--- src/design/bder_pkg.sv ---
`default_nettype none

package bder_pkg;

	// Field and register widths.
	localparam int unsigned NUM_BUTTONS = 4;
	localparam int unsigned TIME_W      = 32;
	localparam int unsigned CFG_W       = 16;
	localparam int unsigned CMD_W       = 3;

	// Bit positions of the buttons in a raw sample.
	localparam int unsigned BIT_LEFT   = 0;
	localparam int unsigned BIT_DOWN   = 1;
	localparam int unsigned BIT_RIGHT  = 2;
	localparam int unsigned BIT_ROTATE = 3;

	// Register indexes and reset values.
	localparam logic REG_DEBOUNCE = 1'b0;
	localparam logic REG_REPEAT   = 1'b1;
	localparam logic [CFG_W-1:0] DEBOUNCE_RESET = 16'd20;
	localparam logic [CFG_W-1:0] REPEAT_RESET   = 16'd80;

	// Command codes.
	typedef enum logic [CMD_W-1:0] {
		CMD_NONE   = 3'd0,
		CMD_ROTATE = 3'd1,
		CMD_LEFT   = 3'd2,
		CMD_RIGHT  = 3'd3,
		CMD_DOWN   = 3'd4
	} cmd_t;

	// What one debounce lane reports for the current request.
	typedef struct packed {
		logic stable;
		logic latch;
	} lane_res_t;

	// What the merging stage decides for the current request.
	typedef struct packed {
		cmd_t                   cmd;
		logic [NUM_BUTTONS-1:0] latch;
		logic                   repeat_fire;
	} merge_res_t;

endpackage

`default_nettype wire

--- src/design/bder_lane.sv ---
`default_nettype none

module bder_lane (
	input  logic                          clk,
	input  logic                          arst_n,
	input  logic                          accept,
	input  logic                          raw_bit,
	input  logic                          latch_bit,
	input  logic [bder_pkg::TIME_W-1:0]   now_time,
	input  logic [bder_pkg::CFG_W-1:0]    debounce_time,
	output bder_pkg::lane_res_t           res
);
	import bder_pkg::*;

	logic              stable_q;
	logic [TIME_W-1:0] change_time_q;
	logic [TIME_W-1:0] elapsed;
	logic [TIME_W-1:0] change_time_next;
	logic              differs;
	logic              settled;
	logic              take;

	// Elapsed time since the last change point, modulo the timestamp width.
	always_comb begin
		elapsed = now_time - change_time_q;
		differs = raw_bit ^ stable_q;
		settled = elapsed >= {{(TIME_W-CFG_W){1'b0}}, debounce_time};
		take    = differs & settled;
	end

	// A settled change moves the old level into the latch and takes the raw level.
	always_comb begin
		res.stable       = take ? raw_bit : stable_q;
		res.latch        = take ? stable_q : latch_bit;
		change_time_next = (differs & ~settled) ? change_time_q : now_time;
	end

	// Per-button debounce state.
	always_ff @(posedge clk or negedge arst_n) begin
		if (!arst_n) begin
			stable_q      <= 1'b0;
			change_time_q <= '0;
		end else if (accept) begin
			stable_q      <= res.stable;
			change_time_q <= change_time_next;
		end
	end

endmodule

`default_nettype wire

--- src/design/bder_merge.sv ---
`default_nettype none

module bder_merge (
	input  logic [bder_pkg::NUM_BUTTONS-1:0] stable,
	input  logic [bder_pkg::NUM_BUTTONS-1:0] latch,
	input  logic [bder_pkg::TIME_W-1:0]      now_time,
	input  logic [bder_pkg::TIME_W-1:0]      last_repeat_time,
	input  logic [bder_pkg::CFG_W-1:0]       repeat_interval,
	output bder_pkg::merge_res_t             res
);
	import bder_pkg::*;

	logic [TIME_W-1:0]      since_repeat;
	logic                   repeat_due;
	logic [NUM_BUTTONS-1:0] fresh;

	// A button is fresh when it is stably pressed and not yet latched.
	always_comb begin
		fresh        = stable & ~latch;
		since_repeat = now_time - last_repeat_time;
		repeat_due   = since_repeat >= {{(TIME_W-CFG_W){1'b0}}, repeat_interval};
	end

	// Rotate, left and right in priority, then down with auto-repeat.
	always_comb begin
		res.cmd         = CMD_NONE;
		res.latch       = latch & stable;
		res.repeat_fire = 1'b0;
		priority if (fresh[BIT_ROTATE]) begin
			res.cmd               = CMD_ROTATE;
			res.latch             = latch;
			res.latch[BIT_ROTATE] = 1'b1;
		end else if (fresh[BIT_LEFT]) begin
			res.cmd             = CMD_LEFT;
			res.latch           = latch;
			res.latch[BIT_LEFT] = 1'b1;
		end else if (fresh[BIT_RIGHT]) begin
			res.cmd              = CMD_RIGHT;
			res.latch            = latch;
			res.latch[BIT_RIGHT] = 1'b1;
		end else if (stable[BIT_DOWN] && (!latch[BIT_DOWN] || repeat_due)) begin
			res.cmd             = CMD_DOWN;
			res.latch           = latch;
			res.latch[BIT_DOWN] = 1'b1;
			res.repeat_fire     = 1'b1;
		end else begin
			// No command: latches stay only on buttons that are still held.
			res.cmd   = CMD_NONE;
			res.latch = latch & stable;
		end
	end

endmodule

`default_nettype wire

--- src/design/button_debounce_edge_repeat_core.sv ---
// Debounced four-button poller with edge commands and auto-repeat on down.
// Input channel: in_valid / in_stall carry one poll request (raw_buttons,
// now_time). Output channel: out_valid / out_stall carry one command per poll.
// Each button has its own debounce lane; a merging stage picks the command
// and updates the press latches and the repeat timestamp.
// The command of a poll is registered and appears on the output in the cycle
// after the poll is accepted. One poll per cycle while no command is stalled;
// the whole state update is one register stage fed by the four lane compares
// and the merge logic. When the receiver stalls, the command register holds
// its value and in_stall is raised, so new polls wait until the command is
// taken; a poll is taken in the same cycle that the held command leaves.
// Configuration: cfg_wr_en writes cfg_data into register cfg_index
// (0 debounce_time, 1 repeat_interval) at a rising edge; write it only while
// no poll is in flight.
// Reset (arst_n low, asynchronous): debounce_time 20, repeat_interval 80,
// all levels, latches and timestamps zero, no command pending.
`default_nettype none

module button_debounce_edge_repeat_core (
	input  logic                               clk,
	input  logic                               arst_n,
	input  logic                               in_valid,
	output logic                               in_stall,
	input  logic [bder_pkg::NUM_BUTTONS-1:0]   raw_buttons,
	input  logic [bder_pkg::TIME_W-1:0]        now_time,
	output logic                               out_valid,
	input  logic                               out_stall,
	output logic [bder_pkg::CMD_W-1:0]         command,
	input  logic                               cfg_wr_en,
	input  logic                               cfg_index,
	input  logic [bder_pkg::CFG_W-1:0]         cfg_data
);
	import bder_pkg::*;

	logic [CFG_W-1:0]       debounce_time_q;
	logic [CFG_W-1:0]       repeat_interval_q;
	logic [NUM_BUTTONS-1:0] latch_q;
	logic [TIME_W-1:0]      last_repeat_q;
	logic                   out_valid_q;
	cmd_t                   cmd_q;
	logic                   accept;
	lane_res_t              lane_res [NUM_BUTTONS];
	logic [NUM_BUTTONS-1:0] lane_stable;
	logic [NUM_BUTTONS-1:0] lane_latch;
	merge_res_t             merge_res;

	// A request is taken whenever the output register is empty or draining.
	assign in_stall  = out_valid_q & out_stall;
	assign accept    = in_valid & ~in_stall;
	assign out_valid = out_valid_q;
	assign command   = cmd_q;

	// Configuration registers.
	always_ff @(posedge clk or negedge arst_n) begin
		if (!arst_n) begin
			debounce_time_q   <= DEBOUNCE_RESET;
			repeat_interval_q <= REPEAT_RESET;
		end else if (cfg_wr_en) begin
			unique case (cfg_index)
				REG_DEBOUNCE: debounce_time_q   <= cfg_data;
				REG_REPEAT:   repeat_interval_q <= cfg_data;
				default:      ;
			endcase
		end
	end

	// One debounce lane per button.
	for (genvar b = 0; b < NUM_BUTTONS; b++) begin : g_lane
		bder_lane u_lane (
			.clk           (clk),
			.arst_n        (arst_n),
			.accept        (accept),
			.raw_bit       (raw_buttons[b]),
			.latch_bit     (latch_q[b]),
			.now_time      (now_time),
			.debounce_time (debounce_time_q),
			.res           (lane_res[b])
		);
		assign lane_stable[b] = lane_res[b].stable;
		assign lane_latch[b]  = lane_res[b].latch;
	end

	// Command selection across lanes.
	bder_merge u_merge (
		.stable           (lane_stable),
		.latch            (lane_latch),
		.now_time         (now_time),
		.last_repeat_time (last_repeat_q),
		.repeat_interval  (repeat_interval_q),
		.res              (merge_res)
	);

	// Press latches and repeat timestamp.
	always_ff @(posedge clk or negedge arst_n) begin
		if (!arst_n) begin
			latch_q       <= '0;
			last_repeat_q <= '0;
		end else if (accept) begin
			latch_q <= merge_res.latch;
			if (merge_res.repeat_fire) begin
				last_repeat_q <= now_time;
			end
		end
	end

	// Output register control.
	always_ff @(posedge clk or negedge arst_n) begin
		if (!arst_n) begin
			out_valid_q <= 1'b0;
		end else if (accept) begin
			out_valid_q <= 1'b1;
		end else if (!out_stall) begin
			out_valid_q <= 1'b0;
		end
	end

	// Output payload.
	always_ff @(posedge clk) begin
		if (accept) begin
			cmd_q <= merge_res.cmd;
		end
	end

endmodule

`default_nettype wire

--- config.mk ---
export PLATFORM = sky130hd
export DESIGN_NAME = button_debounce_edge_repeat_core
export DESIGN_NICKNAME = d
export VERILOG_FILES = /design/src/design/bder_pkg.sv /design/src/design/bder_lane.sv /design/src/design/bder_merge.sv /design/src/design/button_debounce_edge_repeat_core.sv
export SDC_FILE = /design/constraint.sdc
export NUM_CORES = 1
export LEC_CHECK = 0
export BUFFER_PORTS_ARGS = -buffer_cell sky130_fd_sc_hd__buf_4
export CORE_MARGIN = 2
export CORE_UTILIZATION = 55
export CTS_BUF_LIST = sky130_fd_sc_hd__clkbuf_2 sky130_fd_sc_hd__clkbuf_4 sky130_fd_sc_hd__clkbuf_8
export DETAILED_ROUTE_END_ITERATION = 10
export PLACE_DENSITY = 0.71
export SETUP_SLACK_MARGIN = 0.3
export SLEW_MARGIN = 20
export SYNTH_ARGS = -nofsm -noshare
export SYNTH_HDL_FRONTEND = slang
export SYNTH_HIERARCHICAL = 1
export SYNTH_SLANG_ARGS = --single-unit
--- constraint.sdc ---
create_clock -name clk -period 19.2 [get_ports clk]
set_input_delay 3.84 -clock clk [delete_from_list [all_inputs] [get_ports clk]]
set_output_delay 3.84 -clock clk [all_outputs]
set_load 0.02 [all_outputs]
Word-level counts from Yosys, hierarchy flattened
Cells that the tools add are included.
W data, S select, Z words.
{ "word_totals": {"regBits": 204, "inputBits": 58, "elab_cells": 82} }
{ "classes": {"n_addsub": 5, "order_cmp": 5, "n_eq_ne": 1, "n_mux": 18, "n_bitwise": 27, "n_reduce_logical": 11} }
{ "ops": {"columns": ["operator", "n"], "rows": [
  ["$ge A32 B16 Y1", 5],
  ["$sub A32 B32 Y32", 5],
  ["$mux W1", 14],
  ["$reduce_and A2 Y1", 7],
  ["$mux W6", 2],
  ["$and A1 B1 Y1", 10],
  ["$not A1 Y1", 10],
  ["$and A4 B4 Y4", 2],
  ["$mux W7", 1],
  ["$mux W4", 1],
  ["$not A4 Y4", 1],
  ["$xor A1 B1 Y1", 4],
  ["$reduce_or A3 Y1", 1],
  ["$ne A2 B1 Y1 const B", 1],
  ["$logic_and A1 B1 Y1", 1],
  ["$logic_not A1 Y1", 1],
  ["$logic_or A1 B1 Y1", 1]
]} }

Depth between registers and ports, before layout
{ "depth": {"depth_word": 12, "mapped_depth": 29} }

Cells and area by module
The synthesis kept the hierarchy.
{ "modules_own_cells": {"columns": ["mod", "n_inst", "cells_per_inst", "area_per_inst_um2"], "rows": [
  ["bder_lane at g_lane[2].u_lane ...", 2, 477, 3872.5],
  ["bder_lane at g_lane[1].u_lane", 1, 625, 4647.0],
  ["bder_lane at g_lane[0].u_lane", 1, 489, 4042.6],
  ["button_debounce_edge_repeat_core", 1, 152, 2801.4],
  ["bder_merge", 1, 424, 2701.3]
]} }

Worst setup path after synthesis
OpenSTA, ideal clock, no wires.
{ "synth_timing": {"path_kind": "input to register", "start": "in now_time[0] in the netlist's numbering", "end": "reg last_repeat_q[10]", "arrival_ns": 10.131, "required_time_ns": 19.075, "setup_slack_ns": 8.943, "stages": 29, "path_buffers": 1, "path_cell_list": "inv_1 ha_1 fa_1 nand2b_1 a21oi_1 o21ai_0 a21oi_1 nor2_1 xnor2_1 ha_1 o21ai_0 nor2_1 nor4_1 o2111ai_1 or4_4 a211oi_4 nand4_4 or4_4 o211ai_1 or4b_1 a221o_1 a2111o_1 nor4_2 nand4_1 nor4_2 nor3b_1 nand2_4 buf_6 mux2_4"} }
{ "synth_lines": {"columns": ["item", "line_no", "text"], "rows": [
  ["start, declared", "button_debounce_edge_repeat_core.sv:25", "input logic [bder_pkg::TIME_W-1:0] now_time,"],
  ["end signal, assigned", "button_debounce_edge_repeat_core.sv:101", "last_repeat_q <= now_time;"],
  ["end, declared", "button_debounce_edge_repeat_core.sv:38", "logic [TIME_W-1:0] last_repeat_q;"]
]} }

==> flow_summary.toml <==
[detailed_routing]
drt-wirelength-per-cell_um = 21.9
vias = 20500
drc = 0
postRouteAntennaNets = 0
dr.pass1.iters = 5
routed_wl_mm = 70.3
viasPerCell = 6.38
drt_iter0_drc = 1681

[global_routing]
grt_first_pass_wirelength_mm = 109
gr-usage-met3_pct = 5.07
grt_use_met2_pct = 53.8
antenna_found_initial = 1
grt_max_degree = 97
grt-ovfl-total = 0
top_usage_layer = "met2"
grt.total_usage_pct = 33.8
grtUsageMet1_pct = 44.1
grt_pass1_vias = 20000

[floorplanning]
core_area_sq_um = 39500
start_util_pct = 55.5
fp.dieW_um = 204
row_count = 73
die_h_um = 204
dieArea_sq_um = 41500
ios = 63

[clock_network]
cts_max_level = 2
cts_made_buffers = 41
cts_buffer_depth = 3
ctsResizeCount = 0
cts_tree = "built"
path_clk_slew_ns = 0.05
clk_latency_ns = 0.62
cts_hold_buf = 0
clock_sinks = 204
root_buffer = "clkbuf_8"
cts_setup_buffers = 0

[cells_and_area]
num_antenna_cells = 0
area_growth_pct = 7.14
design_area_sq_um = 23500
drive_gt1_share_pct = 12.0
nNetsFinal = 2962

[yosys]
yosysSeqAreaShare_pct = 23.4
synth_edf_count = 3
postSynthCellCount = 2644
synthArstFlopShare_pct = 98.5
synth_fp_nets = 2942
yosys_most_used_dff = "dfrtp_1"
yosysUniqueCellTypes = 106
synth_area_per_cell_sq_um = 8.30
ys_warn_count = 6
netlist_area_sq_um = 21900
ys_seq_elements = 204

[sta]
fin_crit_sh_pct = 59.3
max_slew.worst_pin.slew_ns = 1.12
slew_violations = 0
finalHoldViolations = 0
tns_ns = 0
fin_crit_ns = 11.39
max_freq_ghz = 0.0878
rsz0062_at_grt = "false"
worst_clock_skew_ns = 0.0267
finalSetupViolCount = 0
maxSlewHeadroom_pct = 25.3
hold-worst-slack_ns = 0.489

[flow_run]
maxCapViolCount = 0

[pwr]
p_int_uw = 1420
netSwitchingFraction_pct = 46.0
vdd_drop_max_v = 0.0000626
clock_power_share_pct = 18.6
p_leak_uw = 0.0111
p_comb_share_pct = 59.0
p_per_area_nw_per_um2 = 112
seqPwrFrac_pct = 22.4
switchingPower_uw = 1210

[run_status]
status = "completed"

[placement]
dpl_cell_area_sq_um = 22600
hpwl_mm = 52.0
io_buffers = 62
place.gp.congestion = 0.964

[min_path]
hold_class = "reg2reg"
hp-start = "g_lane[2].u_lane/change_time_q[2]"

[critical_path]
worstSetupEndpointType = "register"
worst-endpoint-required_ns = 19.69
r2r_start = "g_lane[1].u_lane/change_time_q[0]"
startpoint = "now_time[0]"
criticalPathCategory = "in2reg"
crit_path_start_kind = "primary input"
critPathMaxStageDelay_ns = 0.60
worst-path-max-fanout = 32
arrival_ns = 11.88
cpMaxStageDelayCell = "nor4_2"
## critical path: cells and delay by family
family | cells | cell delay, ns
AO/OA/AOI/OAI | 9 | 2.41
XOR/XNOR | 1 | 0.14
adder cells (fa/ha/maj) | 3 | 0.90
buffers and inverters | 2 | 0.19
multiplexers | 1 | 0.40
AND/OR/NAND/NOR | 13 | 3.98
## cells in the mapped netlist, types with 10 or more instances
cell,instances,area [sq um]
buf_6,14,158
a211oi_1,32,240
and4_1,11,96.3
a21oi_2,12,105
nor2_1,165,619
o21ai_0,111,556
o21ai_1,28,140
nor2b_1,18,113
o21bai_1,14,105
nor3_1,51,255
xnor2_1,50,438
o22ai_1,41,257
a21oi_1,226,1130
xor2_1,48,420
nand2_1,220,826
ha_1,235,2940
mux2_4,61,916
nor4_1,14,87.6
nand4_1,71,444
and3_1,10,62.6
nand2b_1,45,282
a211o_1,41,359
o211ai_1,42,315
mux2_1,59,664
buf_2,40,200
dfrtp_1,197,4930
mux2_2,55,619
or3_1,18,113
o21a_1,19,143
a21o_1,55,413
a31oi_1,44,275
nand3_1,50,250
a21boi_0,12,90.1
and2_1,13,81.3
inv_1,290,1090
clkbuf_1,40,150
mux2i_1,21,210
## state kept, by name, indices dropped and copies added, names as in the netlist
| register | cells |
|---|---|
| g_lane.u_lane/stable_q | 4 |
| out_valid | 1 |
| repeat_interval_q | 16 |
| debounce_time_q | 16 |
| last_repeat_q | 32 |
| latch_q | 4 |
| g_lane.u_lane/change_time_q | 128 |
| command | 3 |
## stage by stage
step	total power [uW]	instances	utilization, %	worst slack [ns]
2_1_floorplan	1730	2644	-	8.94
3_3_place_gp	2080	3146	57.2	7.25
3_5_place_dp	2110	3146	57.2	7.18
4_1_cts	2620	3218	59.4	7.82
5_1_grt	2830	3218	59.4	7.31
6_report	2630	3218	59.4	7.81
## cell usage in the layout (no fill, tap or decap), types with 44 or more instances in the layout
cell | Yosys | routed
mux2_1 | 59 | 59
xnor2_1 | 50 | 50
nand4_1 | 71 | 71
mux2_2 | 55 | 55
a21oi_1 | 226 | 226
a21o_1 | 55 | 55
o21ai_0 | 111 | 111
xor2_1 | 48 | 48
mux2_4 | 61 | 61
nor2_1 | 165 | 165
nand3_1 | 50 | 50
a31oi_1 | 44 | 44
buf_4 | 3 | 74
clkbuf_8 | 1 | 47
nor3_1 | 51 | 51
nand2b_1 | 45 | 45
nand2_1 | 220 | 220
inv_1 | 290 | 290
ha_1 | 235 | 235
dfrtp_1 | 197 | 197
## logic make-up (layout without fill, tap and decap cells)
family / after synthesis / in the layout / share of synthesized area, %
AOI/OAI and AO/OA: 789 / 789 / 24.0
and+or+nand+nor: 729 / 729 / 16.5
buffers and inverters: 388 / 437 / 7.44
adders and majority gates: 240 / 240 / 13.9
DFF: 204 / 204 / 23.4
muxes: 196 / 196 / 11.0
xor gates and xnor gates: 98 / 98 / 3.91
## worst paths after layout
path / to / slack (ns) / cells after the start
worst min register to register: g_lane[2].u_lane/change_time_q[2] / 0.49 / 1
max in group asynchronous: g_lane[3].u_lane/change_time_q[10] / 14.60 / 2
min in group asynchronous: repeat_interval_q[15] / 3.23 / 1
worst max register to register: last_repeat_q[31] / 10.86 / 27
worst max-delay path: last_repeat_q[31] / 7.81 / 29
worst min-delay path: g_lane[2].u_lane/change_time_q[2] / 0.49 / 1
## layer usage
layer / vias up / wire [um]
li1: 9694 / -
met1: 9868 / 30600
met2: 787 / 31200
met3: 188 / 4700
met4: 0 / 3840
met5: - / 0
## cell type report
cell class                 count  area (sq um)
clock buffer                  61           752
inverter                     290          1090
sequential                   204          5120
fill                        3592         16000
multi-input combinational   2052         15200
timing repair buffer          75           571
tap                          525           657
clock inverter                11           119
## power by group through the flow
| stage | Combinational (uW) | Sequential (uW) | Clock, uW |
|---|---|---|---|
| 6_report | 1550 | 588 | 489 |
| 5_1_grt | 1710 | 598 | 521 |
| 4_1_cts | 1530 | 588 | 504 |
| 3_5_place_dp | 1520 | 594 | 0 |
| 3_3_place_gp | 1490 | 592 | 0 |
| 2_1_floorplan | 1170 | 565 | 0 |
No activity file was read; power rests on OpenSTA's default activity.
